### config.mk
export PLATFORM = sky130hd
export DESIGN_NAME = hostname_syntax_checker_core
export DESIGN_NICKNAME = d
export VERILOG_FILES = /design/src/hw/rtl/hsc_pkg.sv /design/src/hw/rtl/hostname_syntax_checker_core.sv
export SDC_FILE = /design/constraint.sdc
export NUM_CORES = 1
export LEC_CHECK = 0
export ABC_CLOCK_PERIOD_IN_PS = 4000
export BUFFER_PORTS_ARGS = -buffer_cell sky130_fd_sc_hd__buf_2
export CAP_MARGIN = 20
export CORE_ASPECT_RATIO = 0.7
export CORE_UTILIZATION = 35
export CTS_BUF_LIST = sky130_fd_sc_hd__clkbuf_4 sky130_fd_sc_hd__clkbuf_8 sky130_fd_sc_hd__clkbuf_16
export CTS_CLUSTER_DIAMETER = 30
export CTS_CLUSTER_SIZE = 12
export DETAILED_ROUTE_END_ITERATION = 8
export PLACE_DENSITY_LB_ADDON = 0.2
export SKIP_CTS_REPAIR_TIMING = 1
export SLEW_MARGIN = 20
export SYNTH_ARGS = -nofsm -noshare
export SYNTH_HDL_FRONTEND = slang
export SYNTH_SLANG_ARGS = --single-unit
### constraint.sdc
create_clock -name i_clk -period 4 [get_ports i_clk]
set_input_delay 1 -clock i_clk [delete_from_list [all_inputs] [get_ports i_clk]]
set_output_delay 1 -clock i_clk [all_outputs]
set_load 0.05 [all_outputs]
### src/hw/rtl/hsc_pkg.sv
// Package for the streaming host name syntax checker.
// Request payload types, character codes, register indexes and limits.
// No dependencies.
`timescale 1ns / 1ps

package hsc_pkg;

    // Input request: one character of the name
    typedef struct packed {
        logic [7:0] ch;
        logic       last;
    } t_in_req;

    // Result request: verdict so far, plus end-of-name flag
    typedef struct packed {
        logic valid_res;
        logic done_res;
    } t_out_req;

    localparam int unsigned LABEL_CNT_W = 7;
    localparam int unsigned NAME_CNT_W  = 8;
    localparam int unsigned MAX_LABEL_W = 6;
    localparam int unsigned MAX_NAME_W  = 8;
    localparam int unsigned CFG_DATA_W  = 8;

    localparam logic [MAX_LABEL_W-1:0] MAX_LABEL_RESET = 6'd63;
    localparam logic [MAX_NAME_W-1:0]  NAME_LIMIT_TOP  = 8'd253;

    // Register indexes on the configuration port
    localparam logic CFG_MAX_LABEL = 1'b0;
    localparam logic CFG_MAX_NAME  = 1'b1;

    // Character codes
    localparam logic [7:0] CH_HYPHEN = 8'h2D;
    localparam logic [7:0] CH_DOT    = 8'h2E;
    localparam logic [7:0] CH_DIG_LO = 8'h30;
    localparam logic [7:0] CH_DIG_HI = 8'h39;
    localparam logic [7:0] CH_UC_LO  = 8'h41;
    localparam logic [7:0] CH_UC_HI  = 8'h5A;
    localparam logic [7:0] CH_LC_LO  = 8'h61;
    localparam logic [7:0] CH_LC_HI  = 8'h7A;

endpackage

### src/hw/rtl/hostname_syntax_checker_core.sv
// Host name syntax checker: one character per request, running verdict per request.
// Result path: input register, then result register. Throughput: one character
// per cycle unless stalled; label/name counters update in one pass.
// Reset (synchronous, active low) clears the pipeline, name state and sets the
// limits to 63 (label) and 253 (name). Depends on hsc_pkg.
`timescale 1ns / 1ps

module hostname_syntax_checker_core (
    input  logic                            i_clk,
    input  logic                            i_rst_n,
    // input channel
    input  logic                            i_valid,
    input  hsc_pkg::t_in_req                i_data,
    output logic                            o_stall,
    // result channel
    output logic                            o_valid,
    output hsc_pkg::t_out_req               o_data,
    input  logic                            i_stall,
    // configuration
    input  logic                            i_cfg_we,
    input  logic                            i_cfg_idx,
    input  logic [hsc_pkg::CFG_DATA_W-1:0]  i_cfg_data
);

    logic                                r_in_vld;
    hsc_pkg::t_in_req                    r_in;
    logic                                r_out_vld;
    hsc_pkg::t_out_req                   r_out;
    hsc_pkg::t_out_req                   n_out;

    logic [hsc_pkg::MAX_LABEL_W-1:0]     r_max_label;
    logic [hsc_pkg::MAX_NAME_W-1:0]      r_max_name;

    logic [hsc_pkg::LABEL_CNT_W-1:0]     r_label_cnt;
    logic [hsc_pkg::LABEL_CNT_W-1:0]     n_label_cnt;
    logic [hsc_pkg::NAME_CNT_W-1:0]      r_name_cnt;
    logic [hsc_pkg::NAME_CNT_W-1:0]      n_name_cnt;
    logic                                r_prev_hyp;
    logic                                n_prev_hyp;
    logic                                r_failed;
    logic                                n_failed;

    logic                                adv;
    logic                                in_acc;
    logic                                is_dot;
    logic                                is_hyp;
    logic                                allowed;
    logic [hsc_pkg::NAME_CNT_W-1:0]      name_lim;
    logic [hsc_pkg::NAME_CNT_W:0]        next_name;
    logic [hsc_pkg::LABEL_CNT_W-1:0]     next_label;
    logic                                bad_dot;
    logic                                bad_label;
    logic                                bad_name;
    logic                                fail_now;

    // Stage 1 moves on when the result register is free or being drained.
    assign adv     = r_in_vld && (!r_out_vld || !i_stall);
    assign o_stall = r_in_vld && !adv;
    assign in_acc  = i_valid && !o_stall;
    assign o_valid = r_out_vld;
    assign o_data  = r_out;

    always_comb begin
        is_dot  = (r_in.ch == hsc_pkg::CH_DOT);
        is_hyp  = (r_in.ch == hsc_pkg::CH_HYPHEN);
        allowed = (r_in.ch >= hsc_pkg::CH_LC_LO && r_in.ch <= hsc_pkg::CH_LC_HI)
               || (r_in.ch >= hsc_pkg::CH_UC_LO && r_in.ch <= hsc_pkg::CH_UC_HI)
               || (r_in.ch >= hsc_pkg::CH_DIG_LO && r_in.ch <= hsc_pkg::CH_DIG_HI)
               || is_dot || is_hyp;

        name_lim   = (r_max_name > hsc_pkg::NAME_LIMIT_TOP) ? hsc_pkg::NAME_LIMIT_TOP
                                                             : r_max_name;
        next_name  = {1'b0, r_name_cnt} + 9'd1;
        next_label = r_label_cnt + 7'd1;

        bad_dot   = is_dot && (r_prev_hyp || (r_label_cnt == '0));
        bad_label = !is_dot && (((r_label_cnt == '0) && is_hyp)
                             || (next_label > {1'b0, r_max_label}));
        // one trailing dot may sit just past the name limit
        bad_name  = (next_name > {1'b0, name_lim})
                 && ((next_name != ({1'b0, name_lim} + 9'd1)) || !is_dot);
        fail_now  = !allowed || bad_dot || bad_label || bad_name;

        n_failed    = r_failed || fail_now;
        n_label_cnt = r_label_cnt;
        n_name_cnt  = r_name_cnt;
        n_prev_hyp  = r_prev_hyp;
        if (!n_failed) begin
            n_label_cnt = is_dot ? '0 : next_label;
            n_name_cnt  = next_name[hsc_pkg::NAME_CNT_W-1:0];
            n_prev_hyp  = is_hyp;
        end

        n_out.valid_res = !n_failed;
        n_out.done_res  = r_in.last;
    end

    always_ff @(posedge i_clk) begin
        if (!i_rst_n) begin
            r_max_label <= hsc_pkg::MAX_LABEL_RESET;
            r_max_name  <= hsc_pkg::NAME_LIMIT_TOP;
        end else if (i_cfg_we) begin
            case (i_cfg_idx)
                hsc_pkg::CFG_MAX_LABEL: r_max_label <= i_cfg_data[hsc_pkg::MAX_LABEL_W-1:0];
                hsc_pkg::CFG_MAX_NAME:  r_max_name  <= i_cfg_data[hsc_pkg::MAX_NAME_W-1:0];
                default: ;
            endcase
        end
    end

    always_ff @(posedge i_clk) begin
        if (!i_rst_n) begin
            r_in_vld <= 1'b0;
        end else if (in_acc) begin
            r_in_vld <= 1'b1;
        end else if (adv) begin
            r_in_vld <= 1'b0;
        end
    end

    always_ff @(posedge i_clk) begin
        if (in_acc) begin
            r_in <= i_data;
        end
        if (adv) begin
            r_out <= n_out;
        end
    end

    always_ff @(posedge i_clk) begin
        if (!i_rst_n) begin
            r_out_vld <= 1'b0;
        end else if (adv) begin
            r_out_vld <= 1'b1;
        end else if (!i_stall) begin
            r_out_vld <= 1'b0;
        end
    end

    // Name state; cleared after the last character of each name
    always_ff @(posedge i_clk) begin
        if (!i_rst_n) begin
            r_label_cnt <= '0;
            r_name_cnt  <= '0;
            r_prev_hyp  <= 1'b0;
            r_failed    <= 1'b0;
        end else if (adv) begin
            if (r_in.last) begin
                r_label_cnt <= '0;
                r_name_cnt  <= '0;
                r_prev_hyp  <= 1'b0;
                r_failed    <= 1'b0;
            end else begin
                r_label_cnt <= n_label_cnt;
                r_name_cnt  <= n_name_cnt;
                r_prev_hyp  <= n_prev_hyp;
                r_failed    <= n_failed;
            end
        end
    end

    a_stall_only_when_full: assert property (@(posedge i_clk) disable iff (!i_rst_n)
        o_stall |-> (r_in_vld && r_out_vld && i_stall))
        else $error("input stalled while pipeline can drain");

    a_clear_after_last: assert property (@(posedge i_clk) disable iff (!i_rst_n)
        (adv && r_in.last) |=> ((r_name_cnt == '0) && (r_label_cnt == '0) && !r_failed
                                && !r_prev_hyp))
        else $error("name state not cleared after last character");

    a_sticky_fail: assert property (@(posedge i_clk) disable iff (!i_rst_n)
        (adv && r_failed) |=> !r_out.valid_res)
        else $error("valid result reported after an error in the name");

    a_name_bound: assert property (@(posedge i_clk) disable iff (!i_rst_n)
        {1'b0, r_name_cnt} <= ({1'b0, hsc_pkg::NAME_LIMIT_TOP} + 9'd1))
        else $error("name count beyond limit plus trailing dot");

    a_done_follows_last: assert property (@(posedge i_clk) disable iff (!i_rst_n)
        adv |=> (r_out.done_res == $past(r_in.last)))
        else $error("done flag does not match last flag");

endmodule

# After elaboration in Yosys (flattened, before gate mapping)
# Cells that the tools add are included.
op_classes:
  addsub: 3
  n_mul: 0
  div: 0
  magnitude_cmp: 9
  n_eq_ne: 5
  n_shift: 0
  mux: 13
  bitwise_logic: 1
  n_reduce_logical: 34
op_table:
  columns: ["cell", "count"]
  rows:
  - ["two-way mux 8 bit", 3]
  - ["two-way mux 7 bit", 3]
  - ["adder 8 x 1 -> 9 bit, second input constant", 2]
  - ["equality test 8 x 6 -> 1 bit, second input constant", 2]
  - ["greater-or-equal comparator 8 x 7 -> 1 bit, second input constant", 2]
  - ["less-or-equal comparator 8 x 7 -> 1 bit, second input constant", 2]
  - ["logical OR 1 bit", 12]
  - ["logical AND 1 bit", 10]
  - ["greater-than comparator 9 x 8 -> 1 bit", 1]
  - ["!= test 9 bit", 1]
  - ["greater-or-equal comparator 8 x 6 -> 1 bit, second input constant", 1]
  - ["greater-than comparator 8 bit, second input constant", 1]
  - ["less-or-equal comparator 8 x 6 -> 1 bit, second input constant", 1]
  - ["adder 7 x 1 -> 7 bit, second input constant", 1]
  - ["greater-than comparator 7 x 6 -> 1 bit", 1]
  - ["logical NOT 1 bit", 7]
  - ["logical NOT 7 bit", 1]
  - ["two-way mux 1 bit", 7]
  - ["AND reduction 2 bit", 3]
  - ["!= test 2 x 1 -> 1 bit, second input constant", 1]
  - ["!= test 2 bit, second input constant", 1]
  - ["nonzero test 2 bit", 1]
  - ["inverter 1 bit", 1]
totals:
  regBits: 44
  latch_bits: 0
  ram_bits: 0
  romBits: 0
  in_bits: 23
  output_inout_bits: 4
  elab_cells: 77
  mem_count: 0

# Depth between registers and ports, before layout
logic_depth:
  depth_word: 13
  mapped_depth: 14
  depth_no_buf: 13

# Worst setup path before layout
# OpenSTA, ideal clock, no wires.
synth_path:
  path_kind: "register -> register"
  from: "register r_max_name[5] in the netlist's numbering"
  to: "register r_label_cnt[6] in the netlist's numbering"
  setup_ps: 116
  arrival_ps: 2641
  t_required_ps: 3884
  path_slack_ps: 1244
  path_stages_with_launch: 14
  n_path_buf: 1
  period_less_slack_ps: 2756
  path_cell_list: "dfxtp_1 > nand4_1 > o21ai_0 > inv_1 > ha_1 > and3_1 > a2111oi_0 > o211ai_1 > nand2_1 > o2111ai_1 > a21oi_2 > o21ai_2 > buf_6 > and3_1"
synth_between:
  elab_chain_len: 10
  elab_cells_between_ends: 11
  classes_between: "1 x add/sub; 2 x order compare; 2 x eq/ne; 1 x mux; 5 x reduce/logical"
synth_rtl:
  columns: ["item", "line_no", "rtl"]
  rows:
  - ["start: declaration", "hostname_syntax_checker_core.sv:32", "logic [hsc_pkg::MAX_NAME_W-1:0] r_max_name;"]
  - ["start signal: assignment", "hostname_syntax_checker_core.sv:101", "r_max_name <= hsc_pkg::NAME_LIMIT_TOP;"]
  - ["start signal: assignment", "hostname_syntax_checker_core.sv:105", "hsc_pkg::CFG_MAX_NAME: r_max_name <= i_cfg_data[hsc_pkg::MAX_NAME_W-1:0];"]
  - ["greater-than comparator 8 bit", "hostname_syntax_checker_core.sv:71", "name_lim = (r_max_name > hsc_pkg::NAME_LIMIT_TOP) ? hsc_pkg::NAME_LIMIT_TOP"]
  - ["two-way mux 8 bit (*)", "hostname_syntax_checker_core.sv:71", null]
  - ["adder 8 x 1 -> 9 bit", "hostname_syntax_checker_core.sv:81", "&& ((next_name != ({1'b0, name_lim} + 9'd1)) || !is_dot);"]
  - ["!= test 9 bit", "hostname_syntax_checker_core.sv:81", null]
  - ["logical OR 1 bit", "hostname_syntax_checker_core.sv:81", null]
  - ["logical AND 1 bit (*)", "hostname_syntax_checker_core.sv:81", null]
  - ["logical OR 1 bit (*)", "hostname_syntax_checker_core.sv:82", "fail_now = !allowed || bad_dot || bad_label || bad_name;"]
  - ["logical OR 1 bit (*)", "hostname_syntax_checker_core.sv:84", "n_failed = r_failed || fail_now;"]
  - ["!= test 2 bit (no source line) (*)", null, null]
  - ["AND reduction 2 bit (no source line) (*)", null, null]
  - ["end signal: assignment", "hostname_syntax_checker_core.sv:154", "r_label_cnt <= n_label_cnt;"]
  - ["end: declaration", "hostname_syntax_checker_core.sv:34", "logic [hsc_pkg::LABEL_CNT_W-1:0] r_label_cnt;"]
# Mark *: on every way between the ends. The rest lies on a longest branch, timed or not.
# A chain may end at the register's enable or synchronous reset.

# Final worst setup path
layout_path:
  from: "register r_name_cnt[0] in the netlist's numbering"
  to: "register r_label_cnt[3] in the netlist's numbering"
layout_between:
  elab_chain_len: 8
  elab_cells_between_ends: 9
  classes_between: "1 x add/sub; 1 x order compare; 2 x eq/ne; 5 x reduce/logical"
layout_rtl:
  columns: ["item", "line_no", "rtl"]
  rows:
  - ["start: declaration", "hostname_syntax_checker_core.sv:36", "logic [hsc_pkg::NAME_CNT_W-1:0] r_name_cnt;"]
  - ["start signal: assignment", "hostname_syntax_checker_core.sv:155", "r_name_cnt <= n_name_cnt;"]
  - ["adder 8 x 1 -> 9 bit (*)", "hostname_syntax_checker_core.sv:73", "next_name = {1'b0, r_name_cnt} + 9'd1;"]
  - ["parallel branches: the longest is 2 deep, another holds greater-than comparator 9 x 8 -> 1 bit", null, null]
  - ["logical AND 1 bit (*)", "hostname_syntax_checker_core.sv:81", null]
  - ["logical OR 1 bit (*)", "hostname_syntax_checker_core.sv:82", null]
  - ["logical OR 1 bit (*)", "hostname_syntax_checker_core.sv:84", null]
  - ["!= test 2 bit (no source line) (*)", null, null]
  - ["AND reduction 2 bit (no source line) (*)", null, null]
# Every way passes the cells marked *.

==> results.toml <==
[final_layout]
antenna_cells = 0
nets = 355
design_area_um2 = 2990
syn2layout_area_growth_pct = 12.1
drive_above_1_share_pct = 14.6

[clock_network]
clock_latency_ps = 300
root_buffer = "clkbuf_8"
path_clk_slew_ps = 90
cts_tree = "yes"
numCtsBuffers = 5
clk_path_buf_depth = 2
h-tree-depth = 2
cts.sinks = 44

[global_route]
use_met1_pct = 25.5
grt.total_usage_pct = 16.9
grt_overflow = 0
antenna_found_initial = 0
met3_usage_pct = 4.50
met2_usage_pct = 23.6
grt_max_degree = 34
grt_pass1_wl_mm = 10.4
grt_pass1_vias = 2043
grt_most_used_layer = "met1"

[floorplan]
die_w_um = 106
start_util_pct = 36.3
io_pins = 27
die_area_um2 = 7980
coreArea_um2 = 7350
rows = 26
die-height_um = 75.0

[logic_synthesis]
synth_area_leader_cell = "dfxtp_1"
synth_nets = 331
synthSimpleGateAreaFrac_pct = 22.7
synthesis.area_um2 = 2670
synth_top_family_by_area = "simple AND/OR/NAND/NOR gates"
syn_inst = 290
yosys.area.top_type_share_pct = 24.8
synth_fa_ha_area_share_pct = 8.44
ys_types = 58
ys_ff_latch = 44
ys_warn_count = 0
yosys-top-cells-area = "dfxtp_1 (25%), edfxtp_1 (12%), ha_1 (8.4%)"
synth_edf_count = 11
synthFlopType = "dfxtp_1"
synthMuxAreaShare_pct = 3.38
ys_seq_area_share_pct = 37.1
synth_area_per_cell_um2 = 9.20
synthXorXnorAreaFrac_pct = 6.85
synthArstFlopShare_pct = 0
synth-compound-area-share_pct = 16.3

[setup_path]
cp.required_ps = 4230
timing.rr.start = "r_name_cnt[0]$_SDFFE_PN0P_"
critPathCapture = "r_label_cnt[3]$_SDFFE_PN0P_"
crit_type = "reg2reg"
worst-r2r-setup-slack_ps = 670
crit_start = "r_name_cnt[0]$_SDFFE_PN0P_"
timing.rr.end = "r_label_cnt[3]$_SDFFE_PN0P_"
end_kind = "register"
crit_fanout = 8
start_kind = "register"
critical_path_arrival_ps = 3560
ff2ff_path_depth = 14

[routing]
avgViaCountPerCell = 5.23
remaining_drc_errors = 0
drt_wl_total_mm = 6.18
avgRoutedWirePerCell_um = 15.0
drt-initial-drc-count = 108
num_vias = 2158
first_pass_iters = 4
ant_nets = 0

[place]
io_buffers = 26
gp_congestion = 0.828
preCtsSetupSlack_ps = 732
hpwl_mm = 4.76
detailed_place.area_um2 = 2880

[power]
p_switching_mw = 0.251
sequentialPowerShare_pct = 51.4
finalPower_mw = 0.958
p_int_mw = 0.706
power.leakage_nw = 1.33
p_sw_share_pct = 26.2
irDropWorstVdd_mv = 0.138
power.density_nw_per_um2 = 320
power_frac_comb_pct = 11.6
pwr-share-clk_pct = 37.0

[sta]
setup-tns-final_ps = 0
period_share_pct = 83.4
fin_skew_ps = 8.90
tightest_slew_ps = 740
slew_viol_final = 0
rsz0062_at_grt = "no"
maxSlewHeadroom_pct = 50.6
finalWorstSetupSlack_ps = 666
setup_viol = 0
hold_viol = 0
min_period_ps = 3330
fmax_ghz = 0.300

[status]
status = "finished, final reports clean"

[min_path]
hold_class = "reg2reg"

[run]
cap_violations = 0
-- routing by layer --
layer | wire length (µm) | vias to the layer above
li1 | - | 1113
met1 | 3400 | 991
met2 | 2370 | 52
met3 | 375 | 2
met4 | 25 | 0
met5 | 0 | -
-- placed cells by master (no fill, tap or decap), types with 5 or more instances in the layout --
| cell type | n |
|---|---|
| o21ai_0 | 8 |
| inv_1 | 17 |
| buf_2 | 26 |
| mux2i_1 | 9 |
| edfxtp_1 | 11 |
| xor2_1 | 7 |
| nand2_1 | 41 |
| a21oi_1 | 10 |
| nand4_1 | 6 |
| xnor2_1 | 12 |
| nor2_1 | 10 |
| and4_1 | 8 |
| nand3_1 | 7 |
| and3_1 | 5 |
| dfxtp_1 | 33 |
| clkbuf_8 | 5 |
| ha_1 | 18 |
| o211ai_1 | 14 |
-- cells by family after synthesis --
| kind of cell | Yosys count |
|---|---|
| AO/OA/AOI/OAI | 61 |
| adder cells (fa/ha/maj) | 18 |
| flip-flops | 44 |
| AND/OR/NAND/NOR | 107 |
| buffers and inverters | 31 |
| multiplexers | 9 |
| XOR/XNOR | 20 |
-- worst max-delay path: stages (launching register included) --
cell     delay, ps
dfxtp_1        500
ha_1           320
and4_1         290
nand2_1        130
xnor2_1        270
ha_1           230
a211o_1        110
a21oi_1         40
o21ai_0         90
a31oi_1        110
o21ai_0        250
a21oi_2        110
o21ai_2        390
buf_4          250
mux2i_1        200
-- Yosys cell counts, types with 2 or more instances --
cell / count
a31o_1: 4
inv_1: 17
nand4_1: 6
or3b_1: 2
o211ai_1: 14
dfxtp_1: 33
a31oi_1: 4
and2_1: 2
nor2b_1: 4
nand2_1: 41
edfxtp_1: 11
mux2i_1: 9
inv_2: 2
buf_6: 2
xnor2_1: 12
and4_1: 8
o2111ai_1: 2
xor2_1: 7
nand2b_1: 3
and3_1: 5
ha_1: 18
nor3_1: 4
a21oi_1: 10
nor2_1: 10
a2111oi_0: 2
clkbuf_1: 5
a221oi_1: 2
o21ai_0: 8
nor4_1: 3
nand3_1: 7
a21o_1: 2
buf_2: 5
-- through the flow --
| step | utilization, % | std cells | hold WS, ps |
|---|---|---|---|
| after CTS | 40.7 | 413 | 499 |
| final | 40.7 | 413 | 492 |
| after global routing | 40.7 | 413 | 525 |
| after detailed placement | 39.1 | 405 | 476 |
| after floorplan | - | 290 | 421 |
| after global placement | 39.1 | 405 | 478 |
-- layout make-up --
type	instances	area, µm²
clock buffers	5	68.8
well taps	98	123
flip-flops and latches	44	991
fillers	744	4360
inverters	19	71.3
clock inverters	3	46.3
repair buffers	29	153
multi-input cells	215	1540
-- power by group through the flow --
stage / clock network [mW] / registers, mW / logic [mW]
final: 0.354 / 0.492 / 0.111
after global routing: 0.385 / 0.496 / 0.125
after CTS: 0.370 / 0.492 / 0.111
after detailed placement: 0 / 0.502 / 0.111
after global placement: 0 / 0.502 / 0.111
after floorplan: 0 / 0.501 / 0.0764
-- how the worst min path moves through the flow --
stage | from | slack (ps) | cells past startpoint | endpoint
after CTS | r_prev_hyp$_SDFFE_PN0P_ | 500 | 1 | r_prev_hyp$_SDFFE_PN0P_
final | r_prev_hyp$_SDFFE_PN0P_ | 490 | 1 | r_prev_hyp$_SDFFE_PN0P_
after floorplan | n_out[0]$_DFFE_PP_ | 420 | 0 | o_data[0]$_DFFE_PP_
after detailed placement | r_prev_hyp$_SDFFE_PN0P_ | 480 | 1 | r_prev_hyp$_SDFFE_PN0P_
after global placement | r_prev_hyp$_SDFFE_PN0P_ | 480 | 1 | r_prev_hyp$_SDFFE_PN0P_
after global routing | r_label_cnt[6]$_SDFFE_PN0P_ | 530 | 1 | r_label_cnt[6]$_SDFFE_PN0P_
-- registers in the layout, indices dropped and copies added, names as in the netlist, 2 cells and up --
register / flops
r_in: 8
r_max_name: 8
r_name_cnt: 8
r_label_cnt: 7
r_max_label: 6
o_data: 2
Power figures use the tool's default switching activity.
